**src/hw/rtl/joystick_to_heading_drive_unit_macros.svh**
```systemverilog
// Assertion macros shared by the joystick drive unit RTL
`ifndef JOYSTICK_TO_HEADING_DRIVE_UNIT_MACROS_SVH
`define JOYSTICK_TO_HEADING_DRIVE_UNIT_MACROS_SVH

// Check a same-cycle implication on clk, off while rst_n is low
`define JHD_CHECK(lbl, ante, cons, msg) \
  lbl: assert property (@(posedge clk) disable iff (!rst_n) (ante) |-> (cons)) else $error(msg);

// Check an implication in the next cycle on clk, off while rst_n is low
`define JHD_CHECK_NEXT(lbl, ante, cons, msg) \
  lbl: assert property (@(posedge clk) disable iff (!rst_n) (ante) |=> (cons)) else $error(msg);

`endif

```
**src/hw/rtl/jhd_pkg.sv**
```systemverilog
// Shared types, constants and trig tables of the joystick drive unit
`timescale 1ns / 1ps

package jhd_pkg;

  // Action codes
  localparam logic [1:0] ACT_NONE   = 2'd0;
  localparam logic [1:0] ACT_MOVE   = 2'd1;
  localparam logic [1:0] ACT_ROTATE = 2'd2;

  // Configuration port and register indexes
  localparam int CFG_IDX_W  = 1;
  localparam int CFG_DATA_W = 8;
  localparam logic [CFG_IDX_W-1:0] REG_DEADZONE = 1'b0;
  localparam logic [CFG_IDX_W-1:0] REG_LEVELS   = 1'b1;
  localparam logic [7:0] DEADZONE_RST = 8'd2;
  localparam logic [3:0] LEVELS_RST   = 4'd5;
  localparam logic [3:0] LEVEL_MAX    = 4'd7;

  // Angles in degrees
  localparam logic [8:0] DEG_0   = 9'd0;
  localparam logic [8:0] DEG_90  = 9'd90;
  localparam logic [8:0] DEG_180 = 9'd180;
  localparam logic [8:0] DEG_270 = 9'd270;
  localparam logic [8:0] DEG_360 = 9'd360;
  localparam logic [8:0] DEG_450 = 9'd450;
  localparam logic [5:0] DEG_45  = 6'd45;
  localparam logic [8:0] MAG_FULL = 9'd256;

  // Iteration schedule: angle search on the first steps, square root on all
  localparam int ITER_STEPS   = 8;
  localparam int STEP_W       = 3;
  localparam int SEARCH_STEPS = 6;
  localparam logic [STEP_W-1:0] LAST_STEP = STEP_W'(ITER_STEPS - 1);

  // Sine and cosine of whole degrees, 40 fractional bits
  localparam int TRIG_FRAC    = 40;
  localparam int TRIG_W       = 40;
  localparam int TRIG_ENTRIES = 64;
  localparam int OCT_STEPS    = 44;
  localparam logic [TRIG_W:0] TRIG_ONE = {1'b1, {TRIG_W{1'b0}}};
  localparam logic [TRIG_W:0] SIN1     = 41'd19189123810;
  localparam logic [TRIG_W:0] COS1     = 41'd1099344166829;

  typedef logic [TRIG_ENTRIES-1:0][TRIG_W-1:0] trig_tab_t;

  // Build the table by rotating one degree at a time
  function automatic trig_tab_t trig_table(input logic want_cos);
    trig_tab_t tab;
    logic [2*TRIG_W+1:0] c_q;
    logic [2*TRIG_W+1:0] s_q;
    logic [2*TRIG_W+1:0] c_new;
    logic [2*TRIG_W+1:0] s_new;
    tab = '0;
    c_q = (2*TRIG_W+2)'(TRIG_ONE);
    s_q = '0;
    for (int i = 1; i <= OCT_STEPS; i++) begin
      c_new = (c_q * COS1 - s_q * SIN1) >> TRIG_FRAC;
      s_new = (s_q * COS1 + c_q * SIN1) >> TRIG_FRAC;
      c_q = c_new;
      s_q = s_new;
      tab[i[5:0]] = want_cos ? c_q[TRIG_W-1:0] : s_q[TRIG_W-1:0];
    end
    return tab;
  endfunction

  localparam trig_tab_t SIN_TAB = trig_table(1'b0);
  localparam trig_tab_t COS_TAB = trig_table(1'b1);

  // Absolute value of an 8-bit two's complement number
  function automatic logic [7:0] mag8(input logic signed [7:0] v);
    return v[7] ? 8'(~v + 8'd1) : 8'(v);
  endfunction

  typedef struct packed {
    logic signed [7:0] change_lx;
    logic signed [7:0] change_ly;
    logic signed [7:0] change_rx;
    logic signed [7:0] change_ry;
    logic signed [7:0] stick_lx;
    logic signed [7:0] stick_ly;
    logic signed [7:0] stick_rx;
    logic              triangle_released;
  } jhd_event_t;

  typedef struct packed {
    logic [1:0] action;
    logic [8:0] heading_deg;
    logic [8:0] magnitude;
    logic       spin_right;
    logic [2:0] player_level;
    logic       player_update;
  } jhd_result_t;

  typedef struct packed {
    logic              load;
    logic              prep;
    logic              step;
    logic [STEP_W-1:0] step_idx;
    logic              finish;
  } jhd_cmd_t;

  typedef struct packed {
    logic out_free;
  } jhd_stat_t;

endpackage

```
**src/hw/rtl/jhd_if.sv**
```systemverilog
// Valid/ready channel interfaces for gamepad events and drive commands
`timescale 1ns / 1ps

interface jhd_in_if;
  logic              valid;
  logic              ready;
  logic signed [7:0] change_lx;
  logic signed [7:0] change_ly;
  logic signed [7:0] change_rx;
  logic signed [7:0] change_ry;
  logic signed [7:0] stick_lx;
  logic signed [7:0] stick_ly;
  logic signed [7:0] stick_rx;
  logic              triangle_released;

  modport source (output valid, change_lx, change_ly, change_rx, change_ry,
                  stick_lx, stick_ly, stick_rx, triangle_released, input ready);
  modport sink (input valid, change_lx, change_ly, change_rx, change_ry,
                stick_lx, stick_ly, stick_rx, triangle_released, output ready);
endinterface

interface jhd_out_if;
  logic       valid;
  logic       ready;
  logic [1:0] action;
  logic [8:0] heading_deg;
  logic [8:0] magnitude;
  logic       spin_right;
  logic [2:0] player_level;
  logic       player_update;

  modport source (output valid, action, heading_deg, magnitude, spin_right,
                  player_level, player_update, input ready);
  modport sink (input valid, action, heading_deg, magnitude, spin_right,
                player_level, player_update, output ready);
endinterface

```
**src/hw/rtl/joystick_to_heading_drive_unit.sv**
```systemverilog
// Top level of the joystick drive unit: gamepad event in, drive command out
// Each accepted event yields one command: accept, fold the stick vector into
// an octant, eight shared iterations that find the whole-degree angle bit by
// bit on the first six (table compare of s*cos against l*sin) and the
// magnitude square root one bit per step, then form the result. The next
// event is taken once the result has moved into the output register, so no
// new event enters while one is in flight. The speed level advances when an
// event with a triangle release is accepted. Configuration writes take effect
// at once and must be made only while the unit is idle; the block does not check.
`timescale 1ns / 1ps

module joystick_to_heading_drive_unit (
  input  logic                                clk,
  input  logic                                rst_n,
  jhd_in_if.sink                              in_item,
  jhd_out_if.source                           out_item,
  input  logic                                cfg_we,
  input  logic [jhd_pkg::CFG_IDX_W-1:0]       cfg_idx,
  input  logic [jhd_pkg::CFG_DATA_W-1:0]      cfg_wdata
);

  jhd_pkg::jhd_cmd_t    cmd;
  jhd_pkg::jhd_stat_t   stat;
  jhd_pkg::jhd_event_t  evt;
  jhd_pkg::jhd_result_t res;
  logic                 in_ready;
  logic                 out_valid;

  // Gather the event payload
  assign evt.change_lx         = in_item.change_lx;
  assign evt.change_ly         = in_item.change_ly;
  assign evt.change_rx         = in_item.change_rx;
  assign evt.change_ry         = in_item.change_ry;
  assign evt.stick_lx          = in_item.stick_lx;
  assign evt.stick_ly          = in_item.stick_ly;
  assign evt.stick_rx          = in_item.stick_rx;
  assign evt.triangle_released = in_item.triangle_released;
  assign in_item.ready         = in_ready;

  jhd_ctrl u_ctrl (
    .clk      (clk),
    .rst_n    (rst_n),
    .in_valid (in_item.valid),
    .in_ready (in_ready),
    .cmd      (cmd),
    .stat     (stat)
  );

  jhd_dp u_dp (
    .clk       (clk),
    .rst_n     (rst_n),
    .cmd       (cmd),
    .stat      (stat),
    .evt       (evt),
    .cfg_we    (cfg_we),
    .cfg_idx   (cfg_idx),
    .cfg_wdata (cfg_wdata),
    .out_valid (out_valid),
    .out_ready (out_item.ready),
    .res       (res)
  );

  // Present the command
  assign out_item.valid         = out_valid;
  assign out_item.action        = res.action;
  assign out_item.heading_deg   = res.heading_deg;
  assign out_item.magnitude     = res.magnitude;
  assign out_item.spin_right    = res.spin_right;
  assign out_item.player_level  = res.player_level;
  assign out_item.player_update = res.player_update;

endmodule

```
**src/hw/rtl/jhd_ctrl.sv**
```systemverilog
// Controller state machine sequencing one item through the datapath
`timescale 1ns / 1ps
`include "joystick_to_heading_drive_unit_macros.svh"

module jhd_ctrl (
  input  logic               clk,
  input  logic               rst_n,
  input  logic               in_valid,
  output logic               in_ready,
  output jhd_pkg::jhd_cmd_t  cmd,
  input  jhd_pkg::jhd_stat_t stat
);

  typedef enum logic [3:0] {
    ST_IDLE   = 4'b0001,
    ST_PREP   = 4'b0010,
    ST_ITER   = 4'b0100,
    ST_FINISH = 4'b1000
  } state_t;

  state_t                      state_r, state_nxt;
  logic [jhd_pkg::STEP_W-1:0] step_r, step_nxt;

  // Next state and step count
  always_comb begin
    state_nxt = state_r;
    step_nxt  = step_r;
    case (state_r)
      ST_IDLE: begin
        if (in_valid) state_nxt = ST_PREP;
      end
      ST_PREP: begin
        step_nxt  = '0;
        state_nxt = ST_ITER;
      end
      ST_ITER: begin
        step_nxt = step_r + 1'b1;
        if (step_r == jhd_pkg::LAST_STEP) state_nxt = ST_FINISH;
      end
      ST_FINISH: begin
        if (stat.out_free) state_nxt = ST_IDLE;
      end
      default: state_nxt = ST_IDLE;
    endcase
  end

  always_ff @(posedge clk) begin
    if (!rst_n) begin
      state_r <= ST_IDLE;
      step_r  <= '0;
    end else begin
      state_r <= state_nxt;
      step_r  <= step_nxt;
    end
  end

  // Drive commands
  assign in_ready     = (state_r == ST_IDLE);
  assign cmd.load     = in_valid && in_ready;
  assign cmd.prep     = (state_r == ST_PREP);
  assign cmd.step     = (state_r == ST_ITER);
  assign cmd.step_idx = step_r;
  assign cmd.finish   = (state_r == ST_FINISH) && stat.out_free;

  `JHD_CHECK_NEXT(a_accept_to_prep, in_valid && in_ready, state_r == ST_PREP, "accepted item did not start")
  `JHD_CHECK_NEXT(a_iter_done, state_r == ST_ITER && step_r == jhd_pkg::LAST_STEP, state_r == ST_FINISH, "iterations did not end")

endmodule

```
**src/hw/rtl/jhd_dp.sv**
```systemverilog
// Datapath: activity test, level counter, angle search, square root, result register
`timescale 1ns / 1ps
`include "joystick_to_heading_drive_unit_macros.svh"

module jhd_dp (
  input  logic                                clk,
  input  logic                                rst_n,
  input  jhd_pkg::jhd_cmd_t                   cmd,
  output jhd_pkg::jhd_stat_t                  stat,
  input  jhd_pkg::jhd_event_t                 evt,
  input  logic                                cfg_we,
  input  logic [jhd_pkg::CFG_IDX_W-1:0]       cfg_idx,
  input  logic [jhd_pkg::CFG_DATA_W-1:0]      cfg_wdata,
  output logic                                out_valid,
  input  logic                                out_ready,
  output jhd_pkg::jhd_result_t                res
);

  // Configuration and speed level
  logic [7:0] dz_r;
  logic [3:0] lvl_cnt_r;
  logic [2:0] level_r;

  // Latched item
  logic signed [7:0] lx_r, ly_r, rx_r;
  logic              left_on_r, right_on_r;
  logic [2:0]        plevel_r;
  logic              pupd_r;

  // Angle search and root state
  logic [7:0]  s_r, l_r;
  logic [8:0]  base_r;
  logic        sub_r;
  logic [16:0] sq_r;
  logic [5:0]  k_r;
  logic [7:0]  root_r;

  // Result register
  logic                 out_valid_r;
  jhd_pkg::jhd_result_t res_r, res_nxt;

  // Activity and level advance, from the incoming item
  logic [8:0] l_sum, r_sum;
  logic       left_on, right_on;
  logic [3:0] lvl_inc;
  logic [2:0] lvl_nxt;

  assign l_sum = {1'b0, jhd_pkg::mag8(evt.change_lx)} + {1'b0, jhd_pkg::mag8(evt.change_ly)};
  assign r_sum = {1'b0, jhd_pkg::mag8(evt.change_rx)} + {1'b0, jhd_pkg::mag8(evt.change_ry)};
  assign left_on  = l_sum > {1'b0, dz_r};
  assign right_on = r_sum > {1'b0, dz_r};
  assign lvl_inc  = {1'b0, level_r} + 4'd1;
  assign lvl_nxt  = (lvl_inc >= lvl_cnt_r || lvl_inc > jhd_pkg::LEVEL_MAX) ? 3'd0 : lvl_inc[2:0];

  // Take config writes
  always_ff @(posedge clk) begin
    if (!rst_n) begin
      dz_r      <= jhd_pkg::DEADZONE_RST;
      lvl_cnt_r <= jhd_pkg::LEVELS_RST;
    end else if (cfg_we) begin
      case (cfg_idx)
        jhd_pkg::REG_DEADZONE: dz_r      <= cfg_wdata;
        jhd_pkg::REG_LEVELS:   lvl_cnt_r <= cfg_wdata[3:0];
        default: ;
      endcase
    end
  end

  // Advance the speed level on a triangle release
  always_ff @(posedge clk) begin
    if (!rst_n) begin
      level_r <= '0;
    end else if (cmd.load && evt.triangle_released) begin
      level_r <= lvl_nxt;
    end
  end

  // Latch the item
  always_ff @(posedge clk) begin
    if (cmd.load) begin
      lx_r       <= evt.stick_lx;
      ly_r       <= evt.stick_ly;
      rx_r       <= evt.stick_rx;
      left_on_r  <= left_on;
      right_on_r <= right_on;
      plevel_r   <= evt.triangle_released ? level_r : 3'd0;
      pupd_r     <= evt.triangle_released;
    end
  end

  // Octant reduction of (x, -y)
  logic signed [8:0] px, py;
  logic [8:0]        ax9, ay9;
  logic [7:0]        ax, ay;
  logic [15:0]       sq_x, sq_y;
  logic [7:0]        oct_s, oct_l;
  logic [8:0]        oct_base;
  logic              oct_sub;

  assign px   = {lx_r[7], lx_r};
  assign py   = -$signed({ly_r[7], ly_r});
  assign ax9  = px[8] ? 9'(-px) : 9'(px);
  assign ay9  = py[8] ? 9'(-py) : 9'(py);
  assign ax   = ax9[7:0];
  assign ay   = ay9[7:0];
  assign sq_x = 16'(ax) * 16'(ax);
  assign sq_y = 16'(ay) * 16'(ay);

  always_comb begin
    oct_s    = ax;
    oct_l    = ay;
    oct_base = jhd_pkg::DEG_270;
    oct_sub  = 1'b0;
    if (px == 9'sd0 && py == 9'sd0) begin
      oct_s    = '0;
      oct_l    = '0;
      oct_base = jhd_pkg::DEG_0;
    end else if (px > 9'sd0 && py >= 9'sd0) begin
      if (ay <= ax) begin
        oct_s = ay; oct_l = ax; oct_base = jhd_pkg::DEG_0;
      end else begin
        oct_s = ax; oct_l = ay; oct_base = jhd_pkg::DEG_90; oct_sub = 1'b1;
      end
    end else if (px <= 9'sd0 && py > 9'sd0) begin
      if (ax <= ay) begin
        oct_s = ax; oct_l = ay; oct_base = jhd_pkg::DEG_90;
      end else begin
        oct_s = ay; oct_l = ax; oct_base = jhd_pkg::DEG_180; oct_sub = 1'b1;
      end
    end else if (px < 9'sd0 && py <= 9'sd0) begin
      if (ay <= ax) begin
        oct_s = ay; oct_l = ax; oct_base = jhd_pkg::DEG_180;
      end else begin
        oct_s = ax; oct_l = ay; oct_base = jhd_pkg::DEG_270; oct_sub = 1'b1;
      end
    end else begin
      if (ax <= ay) begin
        oct_s = ax; oct_l = ay; oct_base = jhd_pkg::DEG_270;
      end else begin
        oct_s = ay; oct_l = ax; oct_base = jhd_pkg::DEG_360; oct_sub = 1'b1;
      end
    end
  end

  // One step of the degree search: try the next bit of k
  logic [2:0]  srch_bit;
  logic [5:0]  cand;
  logic        cand_ok;
  logic [47:0] prod_s, prod_l;

  assign srch_bit = 3'(jhd_pkg::SEARCH_STEPS - 1) - cmd.step_idx;
  assign cand     = k_r | (6'd1 << srch_bit);
  assign prod_s   = {40'd0, s_r} * {8'd0, jhd_pkg::COS_TAB[cand]};
  assign prod_l   = {40'd0, l_r} * {8'd0, jhd_pkg::SIN_TAB[cand]};
  assign cand_ok  = cmd.step_idx < 3'(jhd_pkg::SEARCH_STEPS)
                    && cand <= 6'(jhd_pkg::OCT_STEPS) && prod_s >= prod_l;

  // One step of the square root: try the next root bit
  logic [2:0]  sq_bit;
  logic [7:0]  trial;
  logic [15:0] trial_sq;
  logic [15:0] radicand;

  assign sq_bit   = 3'(jhd_pkg::ITER_STEPS - 1) - cmd.step_idx;
  assign trial    = root_r | (8'd1 << sq_bit);
  assign trial_sq = 16'(trial) * 16'(trial);
  assign radicand = {sq_r[13:0], 2'b00};

  // Prepare and iterate
  always_ff @(posedge clk) begin
    if (cmd.prep) begin
      s_r    <= oct_s;
      l_r    <= oct_l;
      base_r <= oct_base;
      sub_r  <= oct_sub;
      sq_r   <= {1'b0, sq_x} + {1'b0, sq_y};
      k_r    <= '0;
      root_r <= '0;
    end else if (cmd.step) begin
      if (cand_ok) k_r <= cand;
      if (trial_sq <= radicand) root_r <= trial;
    end
  end

  // Assemble the result
  logic       exact_zero, exact_45, inexact, clamp;
  logic [5:0] k_eff;
  logic [8:0] angle, heading;
  logic [7:0] rx_mag;

  assign exact_zero = (s_r == 8'd0);
  assign exact_45   = !exact_zero && (s_r == l_r);
  assign inexact    = !exact_zero && !exact_45;
  assign k_eff      = exact_zero ? 6'd0 : (exact_45 ? jhd_pkg::DEG_45 : k_r);
  assign angle      = sub_r ? base_r - 9'(k_eff) - 9'(inexact) : base_r + 9'(k_eff);
  assign heading    = (angle > jhd_pkg::DEG_90) ? jhd_pkg::DEG_450 - angle
                                                : jhd_pkg::DEG_90 - angle;
  assign clamp      = |sq_r[16:14];
  assign rx_mag     = jhd_pkg::mag8(rx_r);

  always_comb begin
    res_nxt               = '0;
    res_nxt.player_level  = plevel_r;
    res_nxt.player_update = pupd_r;
    if (right_on_r) begin
      res_nxt.action     = jhd_pkg::ACT_ROTATE;
      res_nxt.magnitude  = {rx_mag, 1'b0};
      res_nxt.spin_right = !rx_r[7] && (rx_r != 8'sd0);
    end else if (left_on_r) begin
      res_nxt.action      = jhd_pkg::ACT_MOVE;
      res_nxt.heading_deg = heading;
      res_nxt.magnitude   = clamp ? jhd_pkg::MAG_FULL : {1'b0, root_r};
    end
  end

  // Hold the result until taken
  always_ff @(posedge clk) begin
    if (!rst_n) begin
      out_valid_r <= 1'b0;
    end else if (cmd.finish) begin
      out_valid_r <= 1'b1;
    end else if (out_ready) begin
      out_valid_r <= 1'b0;
    end
  end

  always_ff @(posedge clk) begin
    if (cmd.finish) res_r <= res_nxt;
  end

  assign stat.out_free = !out_valid_r || out_ready;
  assign out_valid     = out_valid_r;
  assign res           = res_r;

  `JHD_CHECK(a_no_overwrite, cmd.finish, !out_valid_r || out_ready, "result overwritten before taken")
  `JHD_CHECK_NEXT(a_finish_shows, cmd.finish, out_valid_r, "finished item not presented")
  `JHD_CHECK(a_heading_move_only, out_valid_r && res_r.action != jhd_pkg::ACT_MOVE, res_r.heading_deg == 9'd0, "heading set outside translate")

endmodule

```
**src/flat_wrapper.sv**
```systemverilog
// flat-port wrapper written by rule: the top's interface ports become plain ports
module joystick_to_heading_drive_unit_flat 
  (clk, rst_n, cfg_we, cfg_idx, cfg_wdata, in_item_valid, in_item_change_lx, in_item_change_ly, in_item_change_rx, in_item_change_ry, in_item_stick_lx, in_item_stick_ly, in_item_stick_rx, in_item_triangle_released, in_item_ready, out_item_valid, out_item_action, out_item_heading_deg, out_item_magnitude, out_item_spin_right, out_item_player_level, out_item_player_update, out_item_ready);
  jhd_in_if in_item_i ();
  jhd_out_if out_item_i ();
  input  logic clk;
  input  logic rst_n;
  input  logic cfg_we;
  input  logic [jhd_pkg::CFG_IDX_W-1:0] cfg_idx;
  input  logic [jhd_pkg::CFG_DATA_W-1:0] cfg_wdata;
  input wire logic [$bits(in_item_i.valid)-1:0] in_item_valid;
  input wire logic [$bits(in_item_i.change_lx)-1:0] in_item_change_lx;
  input wire logic [$bits(in_item_i.change_ly)-1:0] in_item_change_ly;
  input wire logic [$bits(in_item_i.change_rx)-1:0] in_item_change_rx;
  input wire logic [$bits(in_item_i.change_ry)-1:0] in_item_change_ry;
  input wire logic [$bits(in_item_i.stick_lx)-1:0] in_item_stick_lx;
  input wire logic [$bits(in_item_i.stick_ly)-1:0] in_item_stick_ly;
  input wire logic [$bits(in_item_i.stick_rx)-1:0] in_item_stick_rx;
  input wire logic [$bits(in_item_i.triangle_released)-1:0] in_item_triangle_released;
  output wire logic [$bits(in_item_i.ready)-1:0] in_item_ready;
  output wire logic [$bits(out_item_i.valid)-1:0] out_item_valid;
  output wire logic [$bits(out_item_i.action)-1:0] out_item_action;
  output wire logic [$bits(out_item_i.heading_deg)-1:0] out_item_heading_deg;
  output wire logic [$bits(out_item_i.magnitude)-1:0] out_item_magnitude;
  output wire logic [$bits(out_item_i.spin_right)-1:0] out_item_spin_right;
  output wire logic [$bits(out_item_i.player_level)-1:0] out_item_player_level;
  output wire logic [$bits(out_item_i.player_update)-1:0] out_item_player_update;
  input wire logic [$bits(out_item_i.ready)-1:0] out_item_ready;
  assign in_item_i.valid = in_item_valid;
  assign in_item_i.change_lx = in_item_change_lx;
  assign in_item_i.change_ly = in_item_change_ly;
  assign in_item_i.change_rx = in_item_change_rx;
  assign in_item_i.change_ry = in_item_change_ry;
  assign in_item_i.stick_lx = in_item_stick_lx;
  assign in_item_i.stick_ly = in_item_stick_ly;
  assign in_item_i.stick_rx = in_item_stick_rx;
  assign in_item_i.triangle_released = in_item_triangle_released;
  assign in_item_ready = in_item_i.ready;
  assign out_item_valid = out_item_i.valid;
  assign out_item_action = out_item_i.action;
  assign out_item_heading_deg = out_item_i.heading_deg;
  assign out_item_magnitude = out_item_i.magnitude;
  assign out_item_spin_right = out_item_i.spin_right;
  assign out_item_player_level = out_item_i.player_level;
  assign out_item_player_update = out_item_i.player_update;
  assign out_item_i.ready = out_item_ready;
  joystick_to_heading_drive_unit u_core (.clk(clk), .rst_n(rst_n), .in_item(in_item_i), .out_item(out_item_i), .cfg_we(cfg_we), .cfg_idx(cfg_idx), .cfg_wdata(cfg_wdata));
endmodule
```
**config.mk**
```make
export PLATFORM = sky130hd
export DESIGN_NAME = joystick_to_heading_drive_unit_flat
export DESIGN_NICKNAME = d
export VERILOG_FILES = /design/src/hw/rtl/jhd_pkg.sv /design/src/hw/rtl/jhd_if.sv /design/src/hw/rtl/joystick_to_heading_drive_unit.sv /design/src/hw/rtl/jhd_ctrl.sv /design/src/hw/rtl/jhd_dp.sv /design/src/flat_wrapper.sv
export VERILOG_INCLUDE_DIRS = /design/src /design/src/hw/rtl
export SDC_FILE = /design/constraint.sdc
export NUM_CORES = 2
export LEC_CHECK = 0
export BUFFER_PORTS_ARGS = -buffer_cell sky130_fd_sc_hd__buf_2
export CAP_MARGIN = 20
export CORE_ASPECT_RATIO = 1.2
export CORE_MARGIN = 2
export CORE_UTILIZATION = 50
export CTS_CLUSTER_DIAMETER = 100
export DETAILED_ROUTE_END_ITERATION = 16
export GPL_TIMING_DRIVEN = 0
export PLACE_DENSITY = 0.73
export SYNTH_ARGS = -nofsm -noshare
export SYNTH_HDL_FRONTEND = slang
export SYNTH_SLANG_ARGS = --single-unit
export TNS_END_PERCENT = 30
```
**constraint.sdc**
```tcl
create_clock -name clk -period 19.65 [get_ports clk]
set_input_delay 2.9475 -clock clk [delete_from_list [all_inputs] [get_ports clk]]
set_output_delay 2.9475 -clock clk [all_outputs]
set_load 0.02 [all_outputs]
```
**After elaboration in Yosys (flattened, before gate mapping)**

Memory sizes are Yosys's and may differ from the RTL's.
Cells that the tools add are included.

- Add/subtract/negate cells: 20
- Eq/ne operators: 9
- Shift operators: 2
- Reduce and logical (&&, ||, !) cells: 32
- Order comparisons: 18
- Multipliers: 5
- Bitwise logic cells: 9
- Multiplexer cells: 46

Operators by type and width:

| kind | count |
|---|---|
| 8-bit two-way mux | 18 |
| 8-bit by 40-bit multiplier with 48-bit output | 2 |
| 40-bit two-way mux | 2 |
| 9-bit two-way mux | 8 |
| 48-bit greater-or-equal comparator | 1 |
| 8-bit by 8-bit multiplier with 16-bit output | 3 |
| 8-bit by 1-bit adder with 8-bit output, second input constant | 5 |
| 8-bit NOT | 5 |
| 19-bit two-way mux | 1 |
| 8-bit by 8-bit adder with 9-bit output | 2 |
| 9-bit by 8-bit greater-than comparator with 1-bit output | 2 |
| 9-bit zero test | 2 |
| 16-bit by 16-bit adder with 17-bit output | 1 |
| 16-bit less-or-equal comparator | 1 |
| 8-bit less-or-equal comparator | 2 |
| 8-bit negation | 2 |
| 4-bit case mux with 4 select lines | 1 |
| 7-bit two-way mux | 2 |
| 1-bit logical AND | 12 |
| 4-bit two-way mux | 3 |
| 6-bit two-way mux | 2 |
| 9-bit by 6-bit adder with 9-bit output | 1 |
| 9-bit by 1-bit greater-or-equal comparator with 1-bit output, second input constant | 1 |
| 9-bit by 1-bit greater-than comparator with 1-bit output, second input constant | 1 |
| other kinds (43) | 61 |

- Memories kept: 2
- Bits in read-only memories: 5120
- Word-level logic and storage cells: 170
- Register bits after elaboration: 135
- Input port bits: 71

Memories:

| memory | words | bits a word | read ports | clocked after memory_dff | wr ports | line | RTL |
|---|---|---|---|---|---|---|---|
| (no name shown) | 64 | 40 | 1 | 0 | 0 | jhd_dp.sv:154 | `assign prod_l = {40'd0, l_r} * {8'd0, jhd_pkg::SIN_TAB[cand]};` |
| (no name shown) | 64 | 40 | 1 | 0 | 0 | jhd_dp.sv:153 | `assign prod_s = {40'd0, s_r} * {8'd0, jhd_pkg::COS_TAB[cand]};` |

**Logic depth before layout (Yosys ltp)**

- Depth after elaboration: 12
- Gate-level depth with buffers: 43
- Mapped depth without buffers: 40

**Modules after synthesis**

A second synthesis with hierarchy kept.

- Cells, all modules: 4757
- Area, all modules: 39369.0 µm²

Modules (own cells, without submodules):

| module | instances | area each (µm²) | cells each | sequential area each (µm²) |
|---|---|---|---|---|
| jhd_dp | 1 | 38823.5 | 4701 | 3513.4 |
| jhd_ctrl | 1 | 545.5 | 56 | 140.1 |

**Worst setup path before layout**

OpenSTA, ideal clock, no wires.

- Kind: flip-flop to flip-flop
- From: register u_core.u_ctrl.step_r[2] (netlist name)
- To: register u_core.u_dp.k_r[0]
- Data required time: 19.507 ns
- Stages on the path, launching flop included: 39
- Data arrival time: 9.108 ns
- Period minus slack after synthesis: 9.251 ns
- Library setup time: 0.143 ns
- Buffers on the path: 3
- Setup slack: 10.399 ns
- Path through: dfxtp_1 ha_1 a21oi_1 clkinv_1 clkbuf_1 ha_1 clkbuf_1 nand2b_1 clkbuf_1 a21oi_1 a211oi_1 a21oi_1 o22ai_1 nand2_1 fa_1 fa_1 inv_1 fa_1 (+3 left out) o21a_1 o32ai_1 and2_1 o221ai_1 o31a_1 o21ai_0 a221oi_1 xor2_1 ha_1 a21o_1 a21o_1 a21o_1 a21oi_1 nor2_1 a2111oi_0 o21ai_0 nand3_1 o21ai_0

- Word-level cells in the longest chain between the ends: 9
- Elaborated cells between the ends (all ways): 15
- Classes of those cells: add/sub: 1; mul: 2; order compare: 3; shift: 1; mux: 2; bitwise: 1; reduce/logical: 3; memory: 2

RTL lines:

| item | line | RTL |
|---|---|---|
| start, declared | jhd_ctrl.sv:22 | `logic [jhd_pkg::STEP_W-1:0] step_r, step_nxt;` |
| start signal, assigned | jhd_ctrl.sv:53 | `step_r <= step_nxt;` |
| 3-bit subtractor * | jhd_dp.sv:151 | `assign srch_bit = 3'(jhd_pkg::SEARCH_STEPS - 1) - cmd.step_idx;` |
| 1-bit by 3-bit << shifter with 6-bit output * | jhd_dp.sv:152 | `assign cand = k_r \| (6'd1 << srch_bit);` |
| 6-bit bitwise OR * | jhd_dp.sv:152 |  |
| via u_core.u_dp.cand[0] | jhd_dp.sv:147 | `logic [5:0] cand;` |
| memory read 64 x 40 bit (on tied branches) | - |  |
| 40-bit two-way mux (on tied branches) | jhd_dp.sv:153, jhd_dp.sv:154 |  |
| 8-bit by 40-bit multiplier with 48-bit output (on tied branches) | jhd_dp.sv:153, jhd_dp.sv:154 |  |
| 48-bit greater-or-equal comparator | jhd_dp.sv:156 | `&& cand <= 6'(jhd_pkg::OCT_STEPS) && prod_s >= prod_l;` |
| 1-bit logical AND | jhd_dp.sv:156 |  |
| 2-bit AND reduction (no line) | - |  |
| end signal, assigned | jhd_dp.sv:180 | `if (cand_ok) k_r <= cand;` |
| end, declared | jhd_dp.sv:35 | `logic [5:0] k_r;` |

Mark *: on every way through the listed nets, which the timed path passes. The rest lies on a longest branch. The select of a mux whose other input is x is not followed.
A chain may end at the register's enable or synchronous reset.

**Final worst setup path**

- From: register u_core.u_ctrl.step_r[2] (netlist name)
- To: register u_core.u_dp.k_r[3]

- Word-level cells in the longest chain between the ends: 9
- Elaborated cells between the ends (all ways): 15
- Classes of those cells: add/sub: 1; mul: 2; order compare: 3; shift: 1; mux: 2; bitwise: 1; reduce/logical: 3; memory: 2

RTL lines:

| item | line |
|---|---|
| 3-bit subtractor * | jhd_dp.sv:151 |
| 1-bit by 3-bit << shifter with 6-bit output * | jhd_dp.sv:152 |
| 6-bit bitwise OR * | jhd_dp.sv:152 |
| via u_core.u_dp.cand[1] | jhd_dp.sv:147 |
| memory read 64 x 40 bit (on tied branches) | - |
| 40-bit two-way mux (on tied branches) | jhd_dp.sv:153, jhd_dp.sv:154 |
| 8-bit by 40-bit multiplier with 48-bit output (on tied branches) | jhd_dp.sv:153, jhd_dp.sv:154 |
| 48-bit greater-or-equal comparator | jhd_dp.sv:156 |
| 1-bit logical AND * | jhd_dp.sv:156 |
| 2-bit AND reduction (no line) * | - |

Marks and branches as above.

==> impl_results.md <==
* # IOs at 98
* Max-slew violation count at 0
* Sequential area share after synthesis at 0.0939
* Multi-input logic area at between 30000 and 40000 sq um
* Sequential share of power at 0.133
* Leakage power at approximately 20 nW
* FILL cells at between 7000 and 8000
* Outcome: completed
* Fmax at between 0.06 and 0.07 GHz
* Post-DR vias/cell at between 6 and 7
* Reg area at 3650 sq um
* Postcts setup bufs at 0
* Post-synthesis cell count at around 4700
* Synth top area cells: fa_1 29%, ha_1 12%, edfxtp_1 7.5%
* Die area at between 80000 and 90000 sq um
* Final Critical Period at approximately 15000 ps
* Layout cells sized above 1 at 0.0489
* Num rows at 112
* Grt peak-use layer: met2
* Cts-stage hold buffer count at 0
* I/O Buffers at 97
* Sw Share at 0.485
* Fin. Hold Viols at 0
* Final cycle utilization of the critical path at 0.783
* Placed Area at between 40000 and 50000 sq um
* Number of flops mapped to enable cells by yosys at between 90 and 100
* Internal Power at 1.62 mW
* CTS clk-pin slew, worst paths at 60 ps
* Area share of the largest cell type after synthesis at 0.289
* CP endpoint kind: register
* H-Tree Depth at 4
* Final Net Count at around 5900
* Drt total wl at between 150 and 200 mm
* P_sw at 1.53 mW
* Num CTS Buffers at 17
* Die W at 259 um
* Yosys synthesis warning count at 0
* Cell area after layout at 41800 sq um
* Area grow syn2layout at 7.34%
* CTS tree: done
* Drt wl/cell at around 26 um
* Peak VDD IR at just under 0.0003 V
* GRT overflow at 0
* GR Util met1 at 0.437
* RSZ-0062 raised after global routing: no
* Final ANT Viol Nets at 0
* Met3 GRT Util at 0.105
* Syn_area_per_cell at slightly above 8 sq um
* Commonest cells in the netlist: 732 x inv_1, 561 x fa_1, 456 x nand2_1, 377 x ha_1, 289 x and2_1
* Seq cells post-synth at roughly 130
* Endpoints failing setup at 0
* Clock network power share at 0.099
* Fin Hold WS at between 400 and 500 ps
* Largest stage delay, worst path at 1000 ps
* CP max stage cell: o311ai_1
* First-pass GRT wire length at 231 mm
* Clk sinks at approximately 130
* Netlist cell types at 90
* Fraction of registers with async set/reset at 0
* Clk buf depth at 2
* First drt pass iteration count at 8
* Logic pwr share at 0.769
* CTS resizes at 0
* Via Count at roughly 36000
* Post-synth top area cell: fa_1
* GR Util met2 at 0.647
* Detailed Place HPWL at 122 mm
* Slew @ Worst Pin at approximately 1400 ps
* Root buffer cell: clkbuf_16
* Most used DFF post-synth: edfxtp_1
* Worst-Skew Late Latency at between 400 and 500 ps
* RD Place Congestion at 1.11
* Die H at just over 300 um
* Largest net degree at the start of global routing at 51
* Clock skew at about 14 ps
* Most Frequent Cell on Critical Path: o21ai_0
* Most frequent cell after synthesis: inv_1
* Antenna violations before repair at 9
* Power density cells at approximately 75 nW/um^2
* DR iter-0 viols at between 3000 and 4000
* Cell Area, Synth at a little under 40000 sq um
* GRT Total Usage at 0.393
* Worst-path fanout max at 10
* Residual DRC count at 0
* Initial Util at 0.503
* Vias in the first global route at 36600
* Area of the core at 77400 sq um
* Sum Neg Setup Slack at 0 ps
* Setup crit start kind: register
* MaxCap Viol Count at 0
* Worst EP arrival at approximately 16000 ps
* Hold Path Class: register to register
* Critical Path RT at ~20000 ps
* Critical path type: register to register
* Relative slew slack at 0.0864
-- state kept, by name, summed over array words and instances (netlist names) --
register and cells:
u_core.u_dp.ly_r 8, u_core.u_dp.plevel_r 3, u_core.u_dp.res 25, u_core.u_dp.base_r 8
u_core.u_dp.s_r 8, u_core.u_dp.pupd_r 1, u_core.u_ctrl.step_r 3, u_core.u_dp.out_valid 1
u_core.u_dp.root_r 8, u_core.u_dp.lx_r 8, u_core.u_dp.sq_r 17, u_core.u_dp.level_r 3
u_core.u_dp.left_on_r 1, u_core.u_dp.lvl_cnt_r 4, u_core.u_dp.right_on_r 1, u_core.u_dp.k_r 6
u_core.u_dp.rx_r 8, u_core.u_ctrl.state_r 4, u_core.u_dp.sub_r 1, u_core.u_dp.l_r 8
u_core.u_dp.dz_r 8
-- logic make-up after synthesis --
group                    Yosys count  synth area share
adder cells (fa/ha/maj)          938             0.410
AO/OA/AOI/OAI                    939             0.155
multiplexers                      15           0.00386
buffers and inverters            933            0.0915
flip-flops                       134            0.0939
other                              1         0.0000964
AND/OR/NAND/NOR                 1565             0.202
XOR/XNOR                         189            0.0428
-- cells in the final DEF, fill, tap and decap left out, types with 38 or more instances in the layout --
cell,count
nand3_1,73
a31oi_1,39
nor2b_1,182
ha_1,377
inv_1,732
nor3_1,58
nor2_1,286
nand2b_1,89
xor2_1,72
and2_1,288
edfxtp_1,97
a21o_1,94
a21oi_1,275
o21a_1,38
buf_2,112
nand2_1,456
o21ai_0,177
clkbuf_1,157
xnor2_1,116
fa_1,561
-- path summary, 6_finish.rpt --
check / startpoint / end / slack [ps] / cells past startpoint
worst max-delay path: u_core.u_ctrl.step_r[2]$_SDFFE_PN0N_ / u_core.u_dp.k_r[3]$_SDFFE_PN0P_ / 4270 / 40
worst min-delay path: u_core.u_dp.plevel_r[2]$_SDFFCE_PN0P_ / u_core.u_dp.res[3]$_DFFE_PP_ / 420 / 0
worst max register to register: u_core.u_ctrl.step_r[2]$_SDFFE_PN0N_ / u_core.u_dp.k_r[3]$_SDFFE_PN0P_ / 4270 / 40
worst min register to register: u_core.u_dp.plevel_r[2]$_SDFFCE_PN0P_ / u_core.u_dp.res[3]$_DFFE_PP_ / 420 / 0
-- routing by layer --
| metal | wire length [um] | vias to the layer above |
|---|---|---|
| met1 | 55900 | 17600 |
| li1 | - | 15800 |
| met3 | 13700 | 636 |
| met4 | 13800 | 10 |
| met2 | 72000 | 1826 |
| met5 | 62 | - |
-- per-stage QoR --
stage,worst slack [ps],instances,total power [mW],utilization
floorplan,10400,4719,2.22,-
global placement,4980,5842,2.79,0.526
detailed placement,5200,5861,2.83,0.530
CTS,5190,5893,3.16,0.537
global route,4390,5913,3.45,0.540
finish,4270,5916,3.15,0.540
-- power groups by stage --
stage	Sequential, mW	Combinational [mW]	Clock (mW)
finish	0.417	2.42	0.312
global route	0.418	2.71	0.323
CTS	0.417	2.43	0.313
detailed placement	0.423	2.41	0
global placement	0.423	2.36	0
floorplan	0.417	1.80	0
-- critical path, delay by kind of cell (launching register included) --
kind,cells,cell delay [ps]
AO/OA/AOI/OAI,18,6410
XOR/XNOR,1,710
adder cells (fa/ha/maj),8,3390
buffers and inverters,8,2530
flip-flops,1,490
AND/OR/NAND/NOR,5,1650
-- cell type report --
class                           instances  area share
Antenna cell                            3    0.000180
Buffer                                196      0.0190
Clock buffer                           22      0.0119
Clock inverter                         10     0.00198
Inverter                              737      0.0663
Multi-Input combinational cell       3652       0.761
Sequential cell                       134      0.0875
Tap cell                             1026      0.0307
Timing Repair Buffer                  136      0.0215
(Power assumes the default switching activity.)
